File: config.mk
export PLATFORM = sky130hd
export DESIGN_NAME = key_matrix_debounce
export DESIGN_NICKNAME = d
export VERILOG_FILES = /design/src/hw/rtl/kmd_pkg.sv /design/src/hw/rtl/key_matrix_debounce.sv /design/src/hw/rtl/kmd_state.sv /design/src/hw/rtl/kmd_row_eval.sv
export SDC_FILE = /design/constraint.sdc
export NUM_CORES = 2
export LEC_CHECK = 0
export BUFFER_PORTS_ARGS = -buffer_cell sky130_fd_sc_hd__buf_2
export CELL_PAD_IN_SITES_DETAIL_PLACEMENT = 1
export CELL_PAD_IN_SITES_GLOBAL_PLACEMENT = 2
export CORE_MARGIN = 5
export CORE_UTILIZATION = 48
export DETAILED_ROUTE_END_ITERATION = 12
export GPL_TIMING_DRIVEN = 0
export PLACE_DENSITY_LB_ADDON = 0.1
export SYNTH_ARGS = -nofsm -noshare
export SYNTH_HDL_FRONTEND = slang
export SYNTH_SLANG_ARGS = --single-unit
File: constraint.sdc
create_clock -name clk -period 29.8 [get_ports clk]
set_input_delay 1.49 -clock clk [delete_from_list [all_inputs] [get_ports clk]]
set_output_delay 1.49 -clock clk [all_outputs]
set_load 0.01 [all_outputs]
File: src/hw/rtl/kmd_pkg.sv
// Shared constants and types for the key matrix debouncer.
// No dependencies; used by every module of the block.
`timescale 1ns / 1ps
package kmd_pkg;

  localparam int ROW_W      = 3;   // scan_row / event_row
  localparam int COL_IN_W   = 8;   // column_levels_n and the output masks
  localparam int TIME_W     = 32;  // now_ms
  localparam int DEB_W      = 16;  // debounce_ms
  localparam int MAX_ROWS   = 1 << ROW_W;
  localparam int IN_TDATA_W = 48;  // 43 payload bits padded to bytes
  localparam int OUT_TDATA_W = 32; // 27 payload bits padded to bytes
  localparam int CFG_IDX_W  = 2;
  localparam int CFG_DATA_W = 16;

  localparam int DEFAULT_ROW_COUNT    = 8;
  localparam int DEFAULT_COLUMN_COUNT = 8;

  localparam logic [DEB_W-1:0] DEBOUNCE_RESET = 16'd10;

  typedef enum logic [CFG_IDX_W-1:0] {
    CFG_DEBOUNCE_MS = 2'd0,
    CFG_PRESS_EN    = 2'd1,
    CFG_RELEASE_EN  = 2'd2
  } cfg_reg_t;

endpackage

File: src/hw/rtl/key_matrix_debounce.sv
// Key matrix debouncer top level: handshakes, config registers, result register.
// Depends on kmd_pkg, kmd_state and kmd_row_eval.
//
// Usage:
//   in_*  : one sampled row per transfer (scan_row, column_levels_n, now_ms).
//   out_* : exactly one result per input transfer (event_row, press_mask,
//           release_mask, stable_row_state), in input order.
//   cfg_* : register writes (0 debounce_ms, 1 press enable, 2 release enable);
//           cfg_ready is always high, writes to other indexes are dropped.
// A row goes from the input register through the result register to out_tdata.
// Throughput: one row per cycle while the output is not stalled. The input
// register feeds a single row evaluation and state update per cycle, so rows of
// the same index may follow back to back.
// Stall: while out_tready is low a full result register holds; in_tready stays
// high until the input register is also full, then drops until out moves.
// Reset: all rows released, change times zero, debounce 10 ms, both report
// enables set; both stages empty. Rows at or above ROW_COUNT change no state
// and report zero masks and state.
`timescale 1ns / 1ps
module key_matrix_debounce #(
  parameter int ROW_COUNT    = kmd_pkg::DEFAULT_ROW_COUNT,
  parameter int COLUMN_COUNT = kmd_pkg::DEFAULT_COLUMN_COUNT
) (
  input  logic                              clk,
  input  logic                              rst_n,
  // in_tdata: scan_row[2:0], column_levels_n[10:3], now_ms[42:11], zero pad
  input  logic                              in_tvalid,
  output logic                              in_tready,
  input  logic [kmd_pkg::IN_TDATA_W-1:0]    in_tdata,
  // out_tdata: event_row[2:0], press_mask[10:3], release_mask[18:11],
  //            stable_row_state[26:19], zero pad
  output logic                              out_tvalid,
  input  logic                              out_tready,
  output logic [kmd_pkg::OUT_TDATA_W-1:0]   out_tdata,
  input  logic                              cfg_valid,
  output logic                              cfg_ready,
  input  logic [kmd_pkg::CFG_IDX_W-1:0]     cfg_index,
  input  logic [kmd_pkg::CFG_DATA_W-1:0]    cfg_data
);

  localparam int ROWS   = (ROW_COUNT < kmd_pkg::MAX_ROWS) ? ROW_COUNT : kmd_pkg::MAX_ROWS;
  localparam int COLS   = (COLUMN_COUNT < kmd_pkg::COL_IN_W) ? COLUMN_COUNT
                                                             : kmd_pkg::COL_IN_W;
  localparam int RIDX_W = (ROWS > 1) ? $clog2(ROWS) : 1;
  localparam int RW     = kmd_pkg::ROW_W;
  localparam int CW     = kmd_pkg::COL_IN_W;
  localparam int TW     = kmd_pkg::TIME_W;

  // configuration
  logic [kmd_pkg::DEB_W-1:0] debounce_r;
  logic                      press_en_r;
  logic                      release_en_r;

  assign cfg_ready = 1'b1;

  always_ff @(posedge clk) begin
    if (!rst_n) begin
      debounce_r   <= kmd_pkg::DEBOUNCE_RESET;
      press_en_r   <= 1'b1;
      release_en_r <= 1'b1;
    end else if (cfg_valid) begin
      unique case (kmd_pkg::cfg_reg_t'(cfg_index))
        kmd_pkg::CFG_DEBOUNCE_MS: debounce_r   <= cfg_data;
        kmd_pkg::CFG_PRESS_EN:    press_en_r   <= cfg_data[0];
        kmd_pkg::CFG_RELEASE_EN:  release_en_r <= cfg_data[0];
        default: ;
      endcase
    end
  end

  // input register
  logic          in_vld_r;
  logic [RW-1:0] in_row_r;
  logic [CW-1:0] in_lvl_r;
  logic [TW-1:0] in_now_r;
  logic          advance;

  assign advance   = in_vld_r && (!out_tvalid || out_tready);
  assign in_tready = !in_vld_r || advance;

  always_ff @(posedge clk) begin
    if (!rst_n) begin
      in_vld_r <= 1'b0;
    end else if (in_tready) begin
      in_vld_r <= in_tvalid;
    end
  end

  always_ff @(posedge clk) begin
    if (in_tvalid && in_tready) begin
      in_row_r <= in_tdata[RW-1:0];
      in_lvl_r <= in_tdata[RW +: CW];
      in_now_r <= in_tdata[RW+CW +: TW];
    end
  end

  // row evaluation
  logic              in_range;
  logic [RIDX_W-1:0] row_idx;
  logic [COLS-1:0]   old_stable;
  logic [COLS-1:0]   old_raw;
  logic [COLS*TW-1:0] old_time;
  logic [COLS-1:0]   new_stable;
  logic [COLS-1:0]   new_raw;
  logic [COLS*TW-1:0] new_time;
  logic [COLS-1:0]   press;
  logic [COLS-1:0]   release_bits;

  assign in_range = {1'b0, in_row_r} < (RW+1)'(ROWS);
  assign row_idx  = in_range ? in_row_r[RIDX_W-1:0] : '0;

  kmd_state #(
    .ROWS (ROWS),
    .COLS (COLS)
  ) u_state (
    .clk       (clk),
    .rst_n     (rst_n),
    .rd_row    (row_idx),
    .rd_stable (old_stable),
    .rd_raw    (old_raw),
    .rd_time   (old_time),
    .wr_en     (advance && in_range),
    .wr_row    (row_idx),
    .wr_stable (new_stable),
    .wr_raw    (new_raw),
    .wr_time   (new_time)
  );

  kmd_row_eval #(
    .COLS (COLS)
  ) u_eval (
    .levels_n     (in_lvl_r),
    .now          (in_now_r),
    .debounce     (debounce_r),
    .press_en     (press_en_r),
    .release_en   (release_en_r),
    .old_stable   (old_stable),
    .old_raw      (old_raw),
    .old_time     (old_time),
    .new_stable   (new_stable),
    .new_raw      (new_raw),
    .new_time     (new_time),
    .press        (press),
    .release_bits (release_bits)
  );

  // result register
  logic          out_vld_r;
  logic [RW-1:0] out_row_r;
  logic [CW-1:0] out_press_r;
  logic [CW-1:0] out_release_r;
  logic [CW-1:0] out_stable_r;

  always_ff @(posedge clk) begin
    if (!rst_n) begin
      out_vld_r <= 1'b0;
    end else if (advance) begin
      out_vld_r <= 1'b1;
    end else if (out_tready) begin
      out_vld_r <= 1'b0;
    end
  end

  always_ff @(posedge clk) begin
    if (advance) begin
      out_row_r     <= in_row_r;
      out_press_r   <= in_range ? CW'(press) : '0;
      out_release_r <= in_range ? CW'(release_bits) : '0;
      out_stable_r  <= in_range ? CW'(new_stable) : '0;
    end
  end

  assign out_tvalid = out_vld_r;
  assign out_tdata  = {(kmd_pkg::OUT_TDATA_W - RW - 3*CW)'(0),
                       out_stable_r, out_release_r, out_press_r, out_row_r};

endmodule

File: src/hw/rtl/kmd_state.sv
// Per-row key state store: debounced state, last raw sample and change times.
// Depends on kmd_pkg. Read is combinational, write at the clock edge.
`timescale 1ns / 1ps
module kmd_state #(
  parameter int ROWS = kmd_pkg::DEFAULT_ROW_COUNT,
  parameter int COLS = kmd_pkg::DEFAULT_COLUMN_COUNT,
  localparam int RIDX_W = (ROWS > 1) ? $clog2(ROWS) : 1
) (
  input  logic                            clk,
  input  logic                            rst_n,
  input  logic [RIDX_W-1:0]               rd_row,
  output logic [COLS-1:0]                 rd_stable,
  output logic [COLS-1:0]                 rd_raw,
  output logic [COLS*kmd_pkg::TIME_W-1:0] rd_time,
  input  logic                            wr_en,
  input  logic [RIDX_W-1:0]               wr_row,
  input  logic [COLS-1:0]                 wr_stable,
  input  logic [COLS-1:0]                 wr_raw,
  input  logic [COLS*kmd_pkg::TIME_W-1:0] wr_time
);

  logic [COLS-1:0]                 stable_r [ROWS];
  logic [COLS-1:0]                 raw_r    [ROWS];
  logic [COLS*kmd_pkg::TIME_W-1:0] time_r   [ROWS];
  logic [ROWS-1:0]                 time_vld_r;

  always_ff @(posedge clk) begin
    if (!rst_n) begin
      for (int r = 0; r < ROWS; r++) begin
        stable_r[r] <= '0;
        raw_r[r]    <= '0;
      end
      time_vld_r <= '0;
    end else if (wr_en) begin
      stable_r[wr_row]   <= wr_stable;
      raw_r[wr_row]      <= wr_raw;
      time_vld_r[wr_row] <= 1'b1;
    end
  end

  // change times carry no reset; a row never written reads as zero
  always_ff @(posedge clk) begin
    if (wr_en) begin
      time_r[wr_row] <= wr_time;
    end
  end

  assign rd_stable = stable_r[rd_row];
  assign rd_raw    = raw_r[rd_row];
  assign rd_time   = time_vld_r[rd_row] ? time_r[rd_row] : '0;

endmodule

File: src/hw/rtl/kmd_row_eval.sv
// Debounce evaluation of one sampled row, all columns side by side.
// Depends on kmd_pkg. Purely combinational.
`timescale 1ns / 1ps
module kmd_row_eval #(
  parameter int COLS = kmd_pkg::DEFAULT_COLUMN_COUNT
) (
  input  logic [kmd_pkg::COL_IN_W-1:0]    levels_n,
  input  logic [kmd_pkg::TIME_W-1:0]      now,
  input  logic [kmd_pkg::DEB_W-1:0]       debounce,
  input  logic                            press_en,
  input  logic                            release_en,
  input  logic [COLS-1:0]                 old_stable,
  input  logic [COLS-1:0]                 old_raw,
  input  logic [COLS*kmd_pkg::TIME_W-1:0] old_time,
  output logic [COLS-1:0]                 new_stable,
  output logic [COLS-1:0]                 new_raw,
  output logic [COLS*kmd_pkg::TIME_W-1:0] new_time,
  output logic [COLS-1:0]                 press,
  output logic [COLS-1:0]                 release_bits
);

  localparam int TW = kmd_pkg::TIME_W;

  for (genvar c = 0; c < COLS; c++) begin : g_col
    logic          cur;
    logic          changed;
    logic [TW-1:0] t_last;
    logic [TW-1:0] elapsed;
    logic          settle;

    assign cur     = ~levels_n[c];
    assign changed = cur != old_raw[c];
    // restart the timer on a raw change, elapsed is then zero
    assign t_last  = changed ? now : old_time[c*TW +: TW];
    assign elapsed = now - t_last;
    assign settle  = (elapsed > TW'(debounce)) && (cur != old_stable[c]);

    assign new_time[c*TW +: TW] = t_last;
    assign new_raw[c]           = cur;
    assign new_stable[c]        = settle ? cur : old_stable[c];
    assign press[c]             = settle && cur && press_en;
    assign release_bits[c]      = settle && !cur && release_en;
  end

endmodule
==> results.md <==
- The run finished, with violations left.
- The checks that failed: max-capacitance violations, max-slew violations.
- Global routing consumed, over all layers together, 33.3% of the routing resources.
- Measured against its own limit, the worst slew margin works out to -0.846%.
- Counting the fill cells in the layout gives 21900.
- Sequential cells were found to cover 61.4% of the synthesized design area.
- Data arrives at the worst endpoint at 13770 ps.
- The total grt overflow is 0.
- Once placement finished, the instance area stood at 0.119 mm^2.
- Power comes to about 0.0082 W.
- The number of buffers created by CTS is 230.
- The kind of end point of the critical path is a flip-flop.
- After layout, the worst path uses 44.1% of the clock period.
- The number of placed instances, taps included is 10700.
- The switching portion of total power is 28.9%.
- The most used flip-flop cell after synthesis is sky130_fd_sc_hd__edfxtp_1.
- The clock net in this run drives a total of 2277 sinks.
- Subtracting the final worst setup slack from the clock period gives about 13000 ps.
- The die width is 491 um.
- During I/O placement, the number of pins put on the boundary was 106.
- The CTS clock-pin slew for the worst setup and hold paths is 60 ps.
- The post-cts sizing count is 0.
- Of the cells placed in the final design, the portion with a size suffix greater than 1 is between 10% and 20%.
- The pin slew with the least headroom to its limit is about 1500 ps.
- The initial antenna violation count was 36.
- The detail route stage leaves a number of antenna-violating nets equal to 0.
- The wire length of the first global-routing pass is 569 mm.
- The post-route standard cell area excluding fillers is 0.126 mm^2.
- The share of total power dissipated in sequential elements is between 40 and 50%.
- The post-DP HPWL is ~300 mm.
- The average detailed-routed wire length per instance is approximately 37 um.
- The register bit count reported by yosys is 2277.
- TritonCTS built the clock tree.
- Leaving out filler cells and counting taps, the final layout contains 11200.
- The synthesis warning total is 0.
- Internal power comes to 0.00584 W.
- The share of synthesized registers carrying an async set or reset is 0%.
- Entering global routing, the biggest net connects 31 pins.
- In this run the mean area of a mapped cell was 15.0 um^2.
- The die covers 0.241 mm^2.
- Setup violations remaining at the end of the flow were counted as 0.
- Hold repair after CTS inserted 0 buffers.
- The buffer type at the clock tree root is sky130_fd_sc_hd__clkbuf_16.
- Synthesis produced a netlist whose cell count is 7381.
- The multi-input combinational cells in the finished layout cover a total of 0.0399 mm^2.
- The number of different library cells used by synthesis comes to 123.
- The reported net switching power is 0.00237 W.
- The critical-path maximum fanout is 10.
- The core region area is 0.230 mm^2.
- The synthesized netlist occupies a cell area of 0.111 mm^2.
- The remaining routing DRC violations is 0.
- The floorplan has 176 rows.
- The routability congestion estimate is 0.983.
- Setup repair after global routing left no endpoint under its margin.
- The worst min-delay path category is flip-flop to flip-flop.
- The clock arrives with 67.3 ps of skew.
- The part of the power in combinational logic is 19.9%.
- The DRC violation total after the first TritonRoute iteration is 8193.
- Once the floorplan was initialized, standard cells occupied 48.2% of the core.
- In this run, synthesis inferred 2246 flip-flops with an integrated enable.
- The number of global-route vias before repair is 73400.
- The post-detailed-routing wire length is 408 mm.
- The number of buffers between clock root and the deepest sink is 3.
- The setup check on the worst reg-to-reg path leaves a slack of ~17000 ps.
- The worst-skew pair later-pin latency is around 900 ps.
- The sort of element at the start of the critical path is a flip-flop.
- After clock tree synthesis, the setup repair step added 0 buffers.
- In this run the vertical extent of the chip is approximately 490 um.
- In the routed layout, each cell is associated on average with a via count of 6.45.
- For this design the ratio of total power to cell area is 65.1 mW/mm^2.
- The routed layout has 71900 vias.
- The achievable clock frequency is 76.1 MHz.
- The clock tree synthesis step divided the H-tree into 4 levels.
- Summed over all cells, the static leakage comes to about 45 nW.
- The number of hold violations in the final report was 0.
- The final-report max-slew violation count came to 20.
- The count of buffers inserted at the top-level ports is between 90 and 100.
- The critical path's largest stage delay is 900 ps.
- The tool flagged a number of max-cap violations equal to 2.
- The first detailed-routing pass took 5 iterations.
- Across the whole layout, storage elements account for approximately 0.07 mm^2.
- The number of nets in the layout is 8337.
- Across the VDD grid, the largest voltage drop is 55.7 uV.
- The required time of the critical path is 30430 ps.
- The slowest stage of the critical path belongs to the cell sky130_fd_sc_hd__buf_1.
- The relative contribution of the clock network to total power is 35.3%.
- The type of the worst setup path is flip-flop to flip-flop.
- From synthesis to final layout, the design area changed by 13.8%.
area by class of cell:
cell class | instances | area share [%]
flip-flops and latches | 2277 | 54.0
multi-input cells | 4391 | 31.7
clock buffers | 281 | 4.76
repair buffers | 289 | 3.01
well taps | 3026 | 3.00
plain buffers | 412 | 1.49
clock inverters | 146 | 1.16
inverters | 305 | 0.910
diodes | 24 | 0.0476
worst max-delay path: cells and delay by family, from the launching register on:
family          cells  cell delay, ps
simple gates        9            2640
compound gates      9            2570
xor+xnor            1             180
fa+ha+maj           3             700
mux                 3             860
buf+inv            12            5480
flops               1             370
cell usage after synthesis (14+ instances only):
master,n,share of area [%]
sky130_fd_sc_hd__xnor2_1,142,1.1
sky130_fd_sc_hd__a2111oi_0,14,0.11
sky130_fd_sc_hd__nand2b_1,37,0.21
sky130_fd_sc_hd__mux2_2,34,0.35
sky130_fd_sc_hd__o21a_1,46,0.31
sky130_fd_sc_hd__o211ai_1,41,0.28
sky130_fd_sc_hd__and3_1,37,0.21
sky130_fd_sc_hd__o21ai_1,19,0.086
sky130_fd_sc_hd__ha_1,352,4.0
sky130_fd_sc_hd__buf_2,29,0.13
sky130_fd_sc_hd__mux2_4,14,0.19
sky130_fd_sc_hd__nor2_1,545,1.8
sky130_fd_sc_hd__or3_1,34,0.19
sky130_fd_sc_hd__mux2_1,47,0.48
sky130_fd_sc_hd__nor4_1,22,0.12
sky130_fd_sc_hd__a21boi_0,22,0.15
sky130_fd_sc_hd__mux2i_1,468,4.2
sky130_fd_sc_hd__nand3_1,111,0.50
sky130_fd_sc_hd__a211oi_1,39,0.26
sky130_fd_sc_hd__nand4_1,77,0.43
sky130_fd_sc_hd__a221oi_1,14,0.11
sky130_fd_sc_hd__nand2_1,395,1.3
sky130_fd_sc_hd__nor3_1,68,0.31
sky130_fd_sc_hd__a31oi_1,45,0.25
sky130_fd_sc_hd__o31ai_1,26,0.18
sky130_fd_sc_hd__a21oi_1,287,1.3
sky130_fd_sc_hd__or2_2,17,0.096
sky130_fd_sc_hd__edfxtp_1,2246,61
sky130_fd_sc_hd__o22ai_1,21,0.12
sky130_fd_sc_hd__and2_1,26,0.15
sky130_fd_sc_hd__a22oi_1,24,0.16
sky130_fd_sc_hd__clkbuf_1,243,0.82
sky130_fd_sc_hd__inv_1,303,1.0
sky130_fd_sc_hd__buf_1,101,0.34
sky130_fd_sc_hd__xor2_1,64,0.51
sky130_fd_sc_hd__buf_4,20,0.14
sky130_fd_sc_hd__nor2b_1,33,0.19
sky130_fd_sc_hd__o21bai_1,55,0.37
sky130_fd_sc_hd__mux4_2,530,11
sky130_fd_sc_hd__o21ai_0,196,0.89
sky130_fd_sc_hd__dfxtp_1,31,0.56
sky130_fd_sc_hd__a21o_1,178,1.2
layer usage:
metal  GRT usage (%)  wire, um  vias up
met5               0        61        -
met2            52.4    188000     3343
li1                -         -    30100
met4            16.5     23500        8
met3            6.52     33000      706
met1            44.7    163000    37800
power by group through the flow:
stage / clock (W) / combinational (W) / sequential (W)
after floorplan: 0 / 0.00102 / 0.00374
after global placement: 0 / 0.00154 / 0.00379
after detailed placement: 0 / 0.00161 / 0.00375
after CTS: 0.00292 / 0.00162 / 0.00368
after global routing: 0.00308 / 0.00174 / 0.00368
final: 0.00289 / 0.00164 / 0.00368
cell families (layout without fill, tap and decap cells):
group                    Yosys count  count (layout)  synth area share, %
AND/OR/NAND/NOR                 1495            1495                 6.33
multiplexers                    1117            1117                 16.4
adder cells (fa/ha/maj)          362             362                 4.14
flip-flops                      2277            2277                 61.4
AO/OA/AOI/OAI                   1205            1205                 7.41
XOR/XNOR                         206             206                 1.63
other                              2              30              0.00678
buffers and inverters            717            1433                 2.68
layout by cell type, fill, tap and decap left out, types with 37 or more instances in the layout:
cell,count
sky130_fd_sc_hd__a211oi_1,39
sky130_fd_sc_hd__a21o_1,178
sky130_fd_sc_hd__a21oi_1,287
sky130_fd_sc_hd__a31oi_1,45
sky130_fd_sc_hd__and3_1,37
sky130_fd_sc_hd__buf_1,94
sky130_fd_sc_hd__buf_12,82
sky130_fd_sc_hd__buf_2,129
sky130_fd_sc_hd__buf_6,76
sky130_fd_sc_hd__clkbuf_1,256
sky130_fd_sc_hd__clkbuf_16,232
sky130_fd_sc_hd__clkinv_1,51
sky130_fd_sc_hd__clkinv_2,45
sky130_fd_sc_hd__edfxtp_1,2246
sky130_fd_sc_hd__ha_1,352
sky130_fd_sc_hd__inv_1,301
sky130_fd_sc_hd__mux2_1,47
sky130_fd_sc_hd__mux2i_1,468
sky130_fd_sc_hd__mux4_2,530
sky130_fd_sc_hd__nand2_1,395
sky130_fd_sc_hd__nand2b_1,37
sky130_fd_sc_hd__nand3_1,111
sky130_fd_sc_hd__nand4_1,77
sky130_fd_sc_hd__nor2_1,539
sky130_fd_sc_hd__nor3_1,65
sky130_fd_sc_hd__o211ai_1,41
sky130_fd_sc_hd__o21a_1,46
sky130_fd_sc_hd__o21ai_0,183
sky130_fd_sc_hd__o21bai_1,55
sky130_fd_sc_hd__xnor2_1,142
sky130_fd_sc_hd__xor2_1,64
worst paths after layout:
check,start,end,cells after the start
setup / recovery,flip-flop,u_state.stable_r[0][7],37
hold / removal,u_state.time_vld_r[0],u_state.time_vld_r[0],2
setup reg to reg,flip-flop,u_state.stable_r[0][7],37
hold reg to reg,u_state.time_vld_r[0],u_state.time_vld_r[0],2
registers in the layout, indices dropped and copies added (netlist names), named ones only:
signal / flops
out_release_r: 8
u_state.time_r: 2048
u_state.stable_r: 64
u_state.time_vld_r: 8
debounce_r: 16
in_vld_r: 1
out_row_r: 3
out_stable_r: 8
in_row_r: 3
out_press_r: 8
u_state.raw_r: 64
release_en_r: 1
out_tvalid: 1
in_lvl_r: 8
in_now_r: 32
press_en_r: 1
per-stage QoR:
step | hold slack [ps] | setup slack (ps) | setup TNS, ps | util, %
floorplan | 418 | 8080 | 0 | -
global placement | 426 | -14460 | -7218920 | 50.1
detailed placement | 438 | 16720 | 0 | 51.6
CTS | 448 | 16740 | 0 | 54.8
global route | 469 | 16350 | 0 | 54.9
finish | 445 | 16660 | 0 | 54.9
(Power assumes the default switching activity.)
